===== config.mk =====
export PLATFORM = sky130hd
export DESIGN_NAME = quad_x_motor_mixer
export DESIGN_NICKNAME = d
export VERILOG_FILES = /design/src/hdl/qxmm_pkg.sv /design/src/hdl/quad_x_motor_mixer.sv
export SDC_FILE = /design/constraint.sdc
export NUM_CORES = 2
export LEC_CHECK = 0
export ABC_CLOCK_PERIOD_IN_PS = 13300
export BUFFER_PORTS_ARGS = -buffer_cell sky130_fd_sc_hd__buf_2
export CORE_MARGIN = 1.5
export CORE_UTILIZATION = 60
export CTS_BUF_LIST = sky130_fd_sc_hd__clkbuf_8
export DETAILED_ROUTE_END_ITERATION = 12
export GPL_ROUTABILITY_DRIVEN = 0
export PLACE_DENSITY = 0.77
export RECOVER_POWER = 25
export SYNTH_ARGS = -nofsm -noshare
export SYNTH_HDL_FRONTEND = slang
export SYNTH_SLANG_ARGS = --single-unit

===== constraint.sdc =====
create_clock -name i_clk -period 13.3 [get_ports i_clk]
set_input_delay 1.33 -clock i_clk [delete_from_list [all_inputs] [get_ports i_clk]]
set_output_delay 1.33 -clock i_clk [all_outputs]
set_load 0.005 [all_outputs]

===== src/hdl/qxmm_pkg.sv =====
// ----------------------------------------------------------------------------
// qxmm_pkg
// shared constants and types for the quad x motor mixer
// ----------------------------------------------------------------------------
`default_nettype none

package qxmm_pkg;

    // configuration register indexes
    typedef logic [2:0] t_cfg_index;
    localparam t_cfg_index CFG_YAW_LIMIT      = 3'd0;
    localparam t_cfg_index CFG_MIN_RUN_OUTPUT = 3'd1;
    localparam t_cfg_index CFG_MAX_OUTPUT     = 3'd2;
    localparam t_cfg_index CFG_SMOOTHING      = 3'd3;

    // register reset values
    localparam logic [11:0] RST_YAW_LIMIT  = 12'd400;
    localparam logic [11:0] RST_MIN_RUN    = 12'd100;
    localparam logic [11:0] RST_MAX_OUTPUT = 12'd1000;

    // mix clamp and throttle weight saturation
    localparam logic signed [18:0] MIX_LIMIT  = 19'sd1000;
    localparam logic [9:0]         MAG_LIMIT  = 10'd1000;
    localparam logic [15:0]        WEIGHT_ONE = 16'd32768;

    // expo curve: c = floor(mag*(11000 + 9*mag) * 2048 / 625)
    localparam logic [14:0] CURVE_BASE  = 15'd11000;
    localparam logic [14:0] CURVE_SLOPE = 15'd9;
    localparam logic [9:0]  CURVE_DIV   = 10'd625;

    // reciprocals of 625: quotient of a 25-bit value and of a 21-bit value
    localparam logic [25:0] RECIP_Q = 26'd54975582;  // ceil(2^35 / 625)
    localparam logic [25:0] RECIP_F = 26'd3435974;   // ceil(2^31 / 625)

    // saturation of the stored previous motor values
    localparam logic signed [19:0] PREV_MAX = 20'sd131071;
    localparam logic signed [19:0] PREV_MIN = -20'sd131072;

    // width of the shared multiplier operands
    localparam int MUL_W = 26;

endpackage

`default_nettype wire


===== src/hdl/quad_x_motor_mixer.sv =====
// ----------------------------------------------------------------------------
// quad_x_motor_mixer
// four-motor x frame mixer with expo curve, throttle weight, smoothing and
// arming limits, worked through one shared multiplier motor by motor
// ----------------------------------------------------------------------------
// the result is loaded into the output register after the fourth motor is limited
// sequencing: nine sequencer steps per motor on the
//   single shared 26x26 multiplier, then one step to hand over the result
// the next item is taken while the finished result still waits downstream
// reset (synchronous, active low): registers to defaults, stored motor
//   history to zero, sequencer idle, no result pending
`default_nettype none

module quad_x_motor_mixer
    import qxmm_pkg::*;
(
    input  wire logic               i_clk,
    input  wire logic               i_rst_n,
    // configuration write channel
    input  wire logic               i_cfg_valid,
    output logic                    o_cfg_ready,
    input  wire t_cfg_index         i_cfg_index,
    input  wire logic [11:0]        i_cfg_data,
    // input item channel
    input  wire logic               i_in_valid,
    output logic                    o_in_stall,
    input  wire logic signed [15:0] i_roll_cmd,
    input  wire logic signed [15:0] i_pitch_cmd,
    input  wire logic signed [15:0] i_yaw_cmd,
    input  wire logic [11:0]        i_throttle_value,
    input  wire logic [15:0]        i_throttle_weight,
    input  wire logic               i_throttle_low,
    input  wire logic               i_armed,
    // result item channel
    output logic                    o_out_valid,
    input  wire logic               i_out_stall,
    output logic [11:0]             o_motor_0,
    output logic [11:0]             o_motor_1,
    output logic [11:0]             o_motor_2,
    output logic [11:0]             o_motor_3
);

    // sequencer codes
    localparam logic [3:0] ST_IDLE   = 4'd0;
    localparam logic [3:0] ST_MIX    = 4'd1;
    localparam logic [3:0] ST_MK     = 4'd2;
    localparam logic [3:0] ST_MQ     = 4'd3;
    localparam logic [3:0] ST_REM    = 4'd4;
    localparam logic [3:0] ST_MC2    = 4'd5;
    localparam logic [3:0] ST_MW     = 4'd6;
    localparam logic [3:0] ST_SUM    = 4'd7;
    localparam logic [3:0] ST_SMOOTH = 4'd8;
    localparam logic [3:0] ST_LIM    = 4'd9;
    localparam logic [3:0] ST_DONE   = 4'd10;

    logic [3:0]  r_state, n_state;

    // configuration registers
    logic [11:0] r_yaw_limit;
    logic [11:0] r_min_run;
    logic [11:0] r_max_out;
    logic        r_smooth_en;

    // captured item
    logic signed [15:0] r_roll;
    logic signed [15:0] r_pitch;
    logic signed [12:0] r_yaw;
    logic [11:0]        r_thr;
    logic [15:0]        r_weight;
    logic               r_low;
    logic               r_armed;

    // per-motor working registers
    logic [1:0]             r_idx;
    logic [9:0]             r_mag;
    logic                   r_neg;
    logic [2*MUL_W-1:0]     r_prod;
    logic [24:0]            r_k;
    logic [14:0]            r_q;
    logic [9:0]             r_rem;
    logic signed [35:0]     r_v;
    logic signed [17:0]     r_prev [4];
    logic [11:0]            r_motor [4];

    // result register
    logic        r_out_valid;
    logic [11:0] r_out [4];

    logic w_in_acc;
    logic w_load;

    assign o_cfg_ready = 1'b1;
    assign o_in_stall  = (r_state != ST_IDLE);
    assign w_in_acc    = i_in_valid && !o_in_stall;
    assign w_load      = (r_state == ST_DONE) && (!r_out_valid || !i_out_stall);

    // yaw clamp and weight saturation on the incoming item
    logic signed [16:0] w_yaw17, w_ylim17;
    logic signed [12:0] w_yaw_cl;
    logic [15:0]        w_weight_sat;

    always_comb begin
        w_yaw17  = {i_yaw_cmd[15], i_yaw_cmd};
        w_ylim17 = $signed({5'b0, r_yaw_limit});
        if (w_yaw17 > w_ylim17) begin
            w_yaw_cl = w_ylim17[12:0];
        end else if (w_yaw17 < -w_ylim17) begin
            w_yaw_cl = 13'(-w_ylim17);
        end else begin
            w_yaw_cl = w_yaw17[12:0];
        end
        w_weight_sat = (i_throttle_weight > WEIGHT_ONE) ? WEIGHT_ONE : i_throttle_weight;
    end

    // x mix for the current motor, clamped to the mix limit
    logic signed [18:0] w_r19, w_p19, w_y19, w_mix;
    logic [9:0]         w_mag;
    logic               w_neg;

    always_comb begin
        w_r19 = {{3{r_roll[15]}}, r_roll};
        w_p19 = {{3{r_pitch[15]}}, r_pitch};
        w_y19 = {{6{r_yaw[12]}}, r_yaw};
        w_mix = ((r_idx[0] ^ r_idx[1]) ? w_r19 : -w_r19)
              + (r_idx[1] ? -w_p19 : w_p19)
              + (r_idx[0] ? -w_y19 : w_y19);
        if (w_mix > MIX_LIMIT) begin
            w_mag = MAG_LIMIT;
            w_neg = 1'b0;
        end else if (w_mix < -MIX_LIMIT) begin
            w_mag = MAG_LIMIT;
            w_neg = 1'b1;
        end else begin
            w_mag = w_mix[18] ? 10'(-w_mix) : w_mix[9:0];
            w_neg = w_mix[18];
        end
    end

    // shared multiplier operand selection
    logic [MUL_W-1:0]   w_mul_a, w_mul_b;
    logic [2*MUL_W-1:0] w_mul_p;
    logic [14:0]        w_curve_b;
    logic [10:0]        w_frac;
    logic [25:0]        w_curve;

    always_comb begin
        w_curve_b = CURVE_BASE + 15'(r_mag) * CURVE_SLOPE;
        w_frac    = r_prod[41:31];
        w_curve   = {r_q, w_frac};
        case (r_state)
            ST_MK: begin
                w_mul_a = MUL_W'(r_mag);
                w_mul_b = MUL_W'(w_curve_b);
            end
            ST_MQ: begin
                w_mul_a = MUL_W'(r_prod[24:0]);
                w_mul_b = RECIP_Q;
            end
            ST_MC2: begin
                w_mul_a = MUL_W'({r_rem, 11'b0});
                w_mul_b = RECIP_F;
            end
            ST_MW: begin
                w_mul_a = w_curve;
                w_mul_b = MUL_W'(r_weight);
            end
            default: begin
                w_mul_a = '0;
                w_mul_b = '0;
            end
        endcase
        w_mul_p = w_mul_a * w_mul_b;
    end

    // remainder of the curve quotient
    logic [24:0] w_rem25;
    assign w_rem25 = r_k - 25'(r_prod[49:35]) * 25'(CURVE_DIV);

    // weighted curve added to the throttle, in q16
    logic signed [35:0] w_wc, w_base, w_sum_v;
    always_comb begin
        w_wc    = $signed({9'b0, r_prod[41:15]});
        w_base  = $signed({8'b0, r_thr, 16'b0});
        w_sum_v = r_neg ? (w_base - w_wc) : (w_base + w_wc);
    end

    // smoothing against the stored value of this motor
    logic signed [35:0] w_old, w_hsum, w_smooth, w_adj;
    logic signed [19:0] w_prev_t;
    logic signed [17:0] w_prev_sat;

    always_comb begin
        w_old = {{2{r_prev[r_idx][17]}}, r_prev[r_idx], 16'b0};
        w_hsum = w_old + r_v;
        if (r_v > w_old) begin
            w_smooth = (w_hsum + $signed({35'b0, w_hsum[35]})) >>> 1;
        end else begin
            w_smooth = (r_v <<< 1) - w_old;
        end
        w_adj    = w_smooth + $signed({20'b0, {16{w_smooth[35]}}});
        w_prev_t = w_adj[35:16];
        if (w_prev_t > PREV_MAX) begin
            w_prev_sat = PREV_MAX[17:0];
        end else if (w_prev_t < PREV_MIN) begin
            w_prev_sat = PREV_MIN[17:0];
        end else begin
            w_prev_sat = w_prev_t[17:0];
        end
    end

    // output limits by arming and low throttle
    logic signed [35:0] w_lo, w_hi;
    logic [11:0]        w_lim;

    always_comb begin
        w_lo = r_low ? 36'sd0 : $signed({8'b0, r_min_run, 16'b0});
        w_hi = $signed({8'b0, r_max_out, 16'b0});
        if (!r_armed) begin
            w_lim = '0;
        end else if (r_v < w_lo) begin
            w_lim = r_low ? 12'd0 : r_min_run;
        end else if (r_v > w_hi) begin
            w_lim = r_max_out;
        end else begin
            w_lim = r_v[27:16];
        end
    end

    // sequencer next state
    always_comb begin
        n_state = r_state;
        case (r_state)
            ST_IDLE:   if (w_in_acc) n_state = ST_MIX;
            ST_MIX:    n_state = ST_MK;
            ST_MK:     n_state = ST_MQ;
            ST_MQ:     n_state = ST_REM;
            ST_REM:    n_state = ST_MC2;
            ST_MC2:    n_state = ST_MW;
            ST_MW:     n_state = ST_SUM;
            ST_SUM:    n_state = ST_SMOOTH;
            ST_SMOOTH: n_state = ST_LIM;
            ST_LIM:    n_state = (r_idx == 2'd3) ? ST_DONE : ST_MIX;
            ST_DONE:   if (w_load) n_state = ST_IDLE;
            default:   n_state = ST_IDLE;
        endcase
    end

    // control state, configuration and history
    always_ff @(posedge i_clk) begin
        if (!i_rst_n) begin
            r_state     <= ST_IDLE;
            r_idx       <= '0;
            r_out_valid <= 1'b0;
            r_yaw_limit <= RST_YAW_LIMIT;
            r_min_run   <= RST_MIN_RUN;
            r_max_out   <= RST_MAX_OUTPUT;
            r_smooth_en <= 1'b0;
            for (int i = 0; i < 4; i++) begin
                r_prev[i] <= '0;
            end
        end else begin
            r_state <= n_state;
            if (w_in_acc) begin
                r_idx <= '0;
            end else if (r_state == ST_LIM) begin
                r_idx <= r_idx + 2'd1;
            end
            if (w_load) begin
                r_out_valid <= 1'b1;
            end else if (!i_out_stall) begin
                r_out_valid <= 1'b0;
            end
            if (i_cfg_valid && o_cfg_ready) begin
                case (i_cfg_index)
                    CFG_YAW_LIMIT:      r_yaw_limit <= i_cfg_data;
                    CFG_MIN_RUN_OUTPUT: r_min_run   <= i_cfg_data;
                    CFG_MAX_OUTPUT:     r_max_out   <= i_cfg_data;
                    CFG_SMOOTHING:      r_smooth_en <= i_cfg_data[0];
                    default:            ;
                endcase
            end
            if (r_state == ST_SMOOTH && r_smooth_en) begin
                r_prev[r_idx] <= w_prev_sat;
            end
        end
    end

    // datapath registers
    always_ff @(posedge i_clk) begin
        r_prod <= w_mul_p;
        if (w_in_acc) begin
            r_roll   <= i_roll_cmd;
            r_pitch  <= i_pitch_cmd;
            r_yaw    <= w_yaw_cl;
            r_thr    <= i_throttle_value;
            r_weight <= w_weight_sat;
            r_low    <= i_throttle_low;
            r_armed  <= i_armed;
        end
        case (r_state)
            ST_MIX: begin
                r_mag <= w_mag;
                r_neg <= w_neg;
            end
            ST_MQ:  r_k <= r_prod[24:0];
            ST_REM: begin
                r_q   <= r_prod[49:35];
                r_rem <= w_rem25[9:0];
            end
            ST_SUM: r_v <= w_sum_v;
            ST_SMOOTH: begin
                if (r_smooth_en) begin
                    r_v <= w_smooth;
                end
            end
            ST_LIM: r_motor[r_idx] <= w_lim;
            default: ;
        endcase
        if (w_load) begin
            for (int i = 0; i < 4; i++) begin
                r_out[i] <= r_motor[i];
            end
        end
    end

    assign o_out_valid = r_out_valid;
    assign o_motor_0   = r_out[0];
    assign o_motor_1   = r_out[1];
    assign o_motor_2   = r_out[2];
    assign o_motor_3   = r_out[3];

    // checks on the sequencer and datapath
    a_accept_starts: assert property (@(posedge i_clk) disable iff (!i_rst_n)
        w_in_acc |=> (r_state == ST_MIX) && (r_idx == 2'd0))
        else $error("accepted item did not start motor zero");

    a_load_shows: assert property (@(posedge i_clk) disable iff (!i_rst_n)
        w_load |=> o_out_valid && (r_state == ST_IDLE))
        else $error("finished item not presented");

    a_mag_bound: assert property (@(posedge i_clk) disable iff (!i_rst_n)
        (r_state == ST_MK) |-> (r_mag <= MAG_LIMIT))
        else $error("mix magnitude above limit");

    a_rem_bound: assert property (@(posedge i_clk) disable iff (!i_rst_n)
        (r_state == ST_MC2) |-> (r_rem < CURVE_DIV))
        else $error("curve remainder out of range");

    a_busy_stalls: assert property (@(posedge i_clk) disable iff (!i_rst_n)
        (r_state == ST_LIM && r_idx != 2'd3) |=> o_in_stall && (r_state == ST_MIX))
        else $error("sequencer left a motor unfinished");

endmodule

`default_nettype wire


### Yosys cells after proc, flatten, opt, wreduce, memory -nomap -nowiden

Memory sizes are Yosys's and may differ from the RTL's. A register that Yosys moved wholly into a read port is not among the register bits.
Cells that the tools add are included.

* output and inout port bits: 51
* memories: 3
* flip-flop bits (word level): 251
* bits in writable memories: 168
* input bits: 98
* word-level logic and storage cells: 133

* mux-type cells: 39
* reductions and logical operators: 20
* add/subtract/negate cells: 16
* bitwise gates (word level): 2
* equality and inequality tests: 18
* multipliers: 3
* magnitude comparators: 10

Memories
* r_prev: depth 4, width 18, read ports 1, clocked after Yosys merged registers in 1, write ports 4, line quad_x_motor_mixer.sv:82 `logic signed [17:0] r_prev [4];`
* r_motor: depth 4, width 12, read ports 4, clocked after Yosys merged registers in 0, write ports 1, line quad_x_motor_mixer.sv:83 `logic [11:0] r_motor [4];`
* r_out: depth 4, width 12, read ports 4, clocked after Yosys merged registers in 0, write ports 4, line quad_x_motor_mixer.sv:87 `logic [11:0] r_out [4];`

Operators by type and width (count)
* 26-bit one-hot mux with 4 select lines: 2
* 36-bit 2-to-1 mux: 3
* 36-bit one-hot mux with 2 select lines: 1
* 12-bit 2-to-1 mux: 5
* 19-bit 2-to-1 mux: 3
* 18-bit 2-to-1 mux: 3
* 26-bit by 26-bit multiplier with 50-bit output: 1
* 4-bit one-hot mux with 11 select lines: 1
* 19-bit adder: 2
* 16-bit negation with 19-bit output: 2
* 34-bit by 36-bit adder with 36-bit output: 1
* 36-bit by 17-bit adder with 36-bit output: 1
* 36-bit by 2-bit adder with 36-bit output: 1
* 36-bit by 29-bit greater-than comparator with 1-bit output: 1
* 36-bit by 34-bit greater-than comparator with 1-bit output: 1
* 36-bit by 29-bit < comparator with 1-bit output: 1
* 36-bit by 34-bit subtractor with 36-bit output: 1
* 28-bit by 27-bit adder with 29-bit output: 1
* 28-bit by 27-bit subtractor with 29-bit output: 1
* 28-bit 2-to-1 mux: 1
* 20-bit by 18-bit greater-than comparator with 1-bit output (second input constant): 1
* 20-bit by 18-bit < comparator with 1-bit output (second input constant): 1
* 19-bit by 11-bit greater-than comparator with 1-bit output (second input constant): 1
* 19-bit by 11-bit < comparator with 1-bit output (second input constant): 1
* 37 further kinds: 71

### Longest topological paths before layout

* depth after elaboration: 8
* depth in mapped cells: 45
* mapped depth without buffers: 44

### Least setup slack after synthesis

Ideal clock, no wire load.

* path type: reg-to-reg
* start point: register r_mag[0]
* end point: register r_prod[47]
* path buffers: 1
* stages on the path, launching flop included: 43
* clock period less this slack: 10.006 ns
* required time: 13.228 ns
* arrival: 9.934 ns
* path slack: 3.294 ns
* library setup time: 0.072 ns
* cell sequence: edfxtp_1 -> ha_1 -> ha_1 -> ha_1 -> fa_1 -> a21o_1 -> a21oi_1 -> o21bai_1 -> a21oi_1 -> nor2b_1 -> o21a_1 -> a211o_1 -> a221oi_1 -> clkbuf_1 -> nor2_1 -> ha_1 -> inv_1 -> fa_1 -> [... 7 more ...] -> inv_1 -> fa_1 -> inv_1 -> ha_1 -> a21o_1 -> a21oi_1 -> nor2b_1 -> o21ai_0 -> nand2b_1 -> a21oi_1 -> o21ai_0 -> a221oi_1 -> o21ai_0 -> a21oi_1 -> o31ai_1 -> a311o_1 -> a21oi_1 -> xnor2_1

* word-level cells in the longest chain between the ends: 4
* elaborated cells on any way between the ends: 5
* those cells by class: add/sub: 1; mul: 2; mux: 2

Ends and longest elaborated chain
* start: declaration: line quad_x_motor_mixer.sv:75 `logic [9:0] r_mag;`
* start signal: assignment: line quad_x_motor_mixer.sv:302 `r_mag <= w_mag;`
* 10-bit by 4-bit multiplier with 14-bit output: line quad_x_motor_mixer.sv:147 `w_curve_b = CURVE_BASE + 15'(r_mag) * CURVE_SLOPE;`
* 14-bit by 14-bit adder with 15-bit output: line quad_x_motor_mixer.sv:147
* 26-bit one-hot mux with 4 select lines: line quad_x_motor_mixer.sv:150 `case (r_state)`
* 26-bit by 26-bit multiplier with 50-bit output *: line quad_x_motor_mixer.sv:172 `w_mul_p = w_mul_a * w_mul_b;`
* named net w_mul_p[47]: line quad_x_motor_mixer.sv:141 `logic [2*MUL_W-1:0] w_mul_p;`
* end signal: assignment: line quad_x_motor_mixer.sv:290 `r_prod <= w_mul_p;`
* end: declaration: line quad_x_motor_mixer.sv:77 `logic [2*MUL_W-1:0] r_prod;`

Mark *: on every way through the listed nets, which the timed path passes. The rest lies on a longest branch.
A chain may end at the register's enable or synchronous reset.

### Worst setup path in the final report

Same ends and word-level chain as after synthesis.

==> impl_metrics.py <==
metrics = {
    "floorplanning": {
        "die_area_sq_um": 78300,
        "placementRows": 101,
        "die_span_in_x_um": 280,
        "initial_core_util_pct": 60.6,
        "design.core.area_sq_um": 75900,
        "die_height_um": 280,
        "num_io_pins": 149,
    },
    "timing": {
        "setup_repair_after_global_routing_missed_its_margin": "no",
        "final.setup.tns_ps": 0,
        "finalSetupViolations": 0,
        "fin_crit_ps": 11800,
        "max_freq_mhz": 84.7,
        "finalHoldWorstSlack_ps": 403,
        "worst-slew-pin-transition_ps": 2060,
        "post-route-period-util_pct": 88.7,
        "max_slew_margin_vs_limit_pct": -37.4,
        "fin_skew_ps": 80.7,
        "hold_viol": 0,
        "timing.final.max_slew_violations": 75,
    },
    "route": {
        "detail_route.drc_violations": 0,
        "first_iter_violations": 3707,
        "drt_pre_antenna_iters": 6,
        "routed-via-count": 36003,
        "routedWlPerCell_um": 22.0,
        "post_drt_via_cell_ratio": 5.98,
        "wl_mm": 132,
        "number_of_nets_still_failing_antenna_checks_after_routing": 0,
    },
    "grt": {
        "largest_net_degree_at_the_start_of_global_routing": 65,
        "number_of_global_route_vias_before_repair": 36942,
        "grt-ovfl-total": 0,
        "grt_antenna_before_repair": 2,
        "gr-usage-all-layers_pct": 34.2,
        "grt_pass1_wl_mm": 204,
    },
    "yosys": {
        "ffs_w_async_s_r_synth_pct": 0,
        "post_synth.cell_area_avg_sq_um": 9.62,
        "ys.warnings.count": 0,
        "synth.distinct_cells": 90,
        "postSynthRegisterBits": 421,
        "number_of_enable_flip_flop_cells_after_synthesis": 325,
        "post_synth_inst_count": 4784,
        "synth_flop_cell": "edfxtp_1",
        "synth_seq_area_share_pct": 25.4,
        "netlist_area_sq_um": 46000,
    },
    "worst_setup_path": {
        "worst_r2r_path_depth": 40,
        "max_stage_delay_ps": 1150,
        "critical_path.most_common_cell": "fa_1",
        "critPathMaxFanout": 6,
        "critical_path.slowest_cell": "a221oi_1",
        "crit_arrival_ps": 12380,
        "timing.critical_path.required_ps": 13880,
        "rr_endpoint": "r_prod[47]",
        "critical_path.startpoint_type": "flip-flop",
        "critical_path.reg2reg.startpoint": "r_mag[0]",
        "endpoint_kind": "flip-flop",
        "crit_type": "reg2reg",
        "r2r_setup_slack_ps": 1500,
    },
    "clock_tree": {
        "cts_tree": "built",
        "post_cts_buffers": 0,
        "numClockSinks": 421,
        "cts_inserted_buffers": 71,
        "cts-hold-fix-buffers": 0,
        "ctsResizeCount": 0,
        "worstSkewPairLatency_ps": 730,
        "clk_path_buf_depth": 3,
        "cts.reportedPaths.clkPinSlew_ps": 60,
        "cts_root_buf": "clkbuf_8",
        "ctsHtreeMaxLevel": 3,
    },
    "placement": {
        "detailed_place_hpwl_mm": 104,
        "port-buffer-count": 147,
    },
    "status": {
        "outcome": "finished, violations left",
        "failing_checks": "capacitance limit, slew limit",
    },
    "finish": {
        "nNetsFinal": 6039,
        "layout.cells.most_common_list": "inv_1, fa_1, ha_1",
        "post_route_cells_drive_above_1_share_pct": 7.85,
        "syn_to_final_growth_pct": 7.46,
        "mostFrequentLayoutCell": "inv_1",
    },
    "power_and_ir_drop": {
        "power_density_cells_nw_per_um2": 95.7,
        "power_leakage_uw": 0.0226,
        "power.ir.vdd_worst_mv": 0.0883,
    },
    "min_path": {
        "hold_start": "r_prod[47]",
        "hold_path_depth": 0,
        "hold_class": "reg2reg",
        "min_to": "r_q[12]",
    },
    "run": {
        "cap_viol_max_count": 2,
    },
}
Yosys cell counts (29+ instances only):
library cell | instances | area share [%]
and2_1 | 61 | 0.83
o31ai_1 | 63 | 1.0
a31oi_1 | 32 | 0.44
dfxtp_1 | 96 | 4.2
ha_1 | 469 | 13
nand2b_1 | 45 | 0.61
o21a_1 | 31 | 0.51
nand2_1 | 450 | 3.7
a21oi_1 | 193 | 2.1
clkbuf_1 | 127 | 1.0
a21boi_0 | 29 | 0.47
nor4_1 | 29 | 0.39
a21o_1 | 72 | 1.2
xnor2_1 | 173 | 3.3
nor2b_1 | 47 | 0.64
o21ai_0 | 149 | 1.6
edfxtp_1 | 325 | 21
fa_1 | 536 | 23
nand4_1 | 34 | 0.46
xor2_1 | 68 | 1.3
nor3_1 | 56 | 0.61
nor2_1 | 389 | 3.2
inv_1 | 842 | 6.9
nand3_1 | 53 | 0.58
worst max-delay path by stage:
stage	startpoint	end	slack (ps)	cells after the start
6_report	r_mag[0]	r_prod[47]	1500	40
4_1_cts	r_mag[0]	r_prod[47]	1780	40
2_1_floorplan	r_mag[0]	r_prod[47]	3290	42
5_1_grt	r_mag[0]	r_prod[47]	1230	40
3_5_place_dp	r_mag[0]	r_prod[47]	1900	40
3_3_place_gp	r_mag[0]	r_prod[47]	2130	40
per-stage QoR:
step | power, uW | utilization (%) | setup WS (ps) | std cells | cell area [sq um]
4_1_cts | 4700 | 65.1 | 1780 | 6022 | 49500
5_1_grt | 5000 | 65.1 | 1230 | 6023 | 49400
2_1_floorplan | 2970 | - | 3290 | 4818 | 46100
3_3_place_gp | 3470 | 63.3 | 2130 | 5893 | 48100
3_5_place_dp | 3520 | 63.3 | 1900 | 5893 | 48100
6_report | 4730 | 65.1 | 1500 | 6023 | 49400
routing by layer:
| metal | share of wire, % | up-vias | global-route usage (%) |
|---|---|---|---|
| met5 | 0.036 | - | 0.500 |
| met2 | 45 | 1793 | 54.7 |
| li1 | - | 16082 | - |
| met1 | 38 | 17646 | 42.1 |
| met3 | 10 | 480 | 9.07 |
| met4 | 6.6 | 2 | 19.2 |
sequential cells by signal (all words and copies together) (netlist names), 16 cells and up, named ones only:
signal and count:
r_motor 48, r_out 48, r_pitch 16, r_prev 72, r_prod 50, r_roll 16, r_v 36, r_weight 16
where the power goes:
part           switching (uW)  internal [uW]  total [uW]
clock                     593            591        1180
sequential                115           1560        1670
combinational            1160            711        1870
total                    1870           2860        4730
kinds of logic (layout without fill, tap and decap cells):
| kind of cell | after synthesis | count (layout) | synth area share, % |
|---|---|---|---|
| compound gates | 782 | 782 | 11.3 |
| xor+xnor | 241 | 241 | 4.59 |
| fa+ha+maj | 1005 | 1005 | 36.1 |
| buf+inv | 1006 | 1180 | 8.29 |
| flops | 421 | 421 | 25.4 |
| mux | 49 | 49 | 1.60 |
| other cells | 2 | 37 | 0.0163 |
| simple gates | 1278 | 1278 | 12.8 |
cell type report:
| class | count | area, sq um |
|---|---|---|
| fillers | 6024 | 26500 |
| clock buffers | 73 | 1000 |
| flip-flops and latches | 421 | 11700 |
| diodes | 1 | 2.50 |
| well taps | 1030 | 1290 |
| clock inverters | 56 | 410 |
| repair buffers | 207 | 1150 |
| inverters | 844 | 3170 |
| multi-input cells | 3391 | 30700 |
critical path: cells and delay by family, from the launching register on:
family                     cells  cell delay (ps)
adders and majority gates     12             4990
AOI/OAI and AO/OA             16             4890
DFF                            1              500
buffers and inverters          5              500
and+or+nand+nor                5              490
xor gates and xnor gates       2              290
Power figures use the tool's default switching activity.
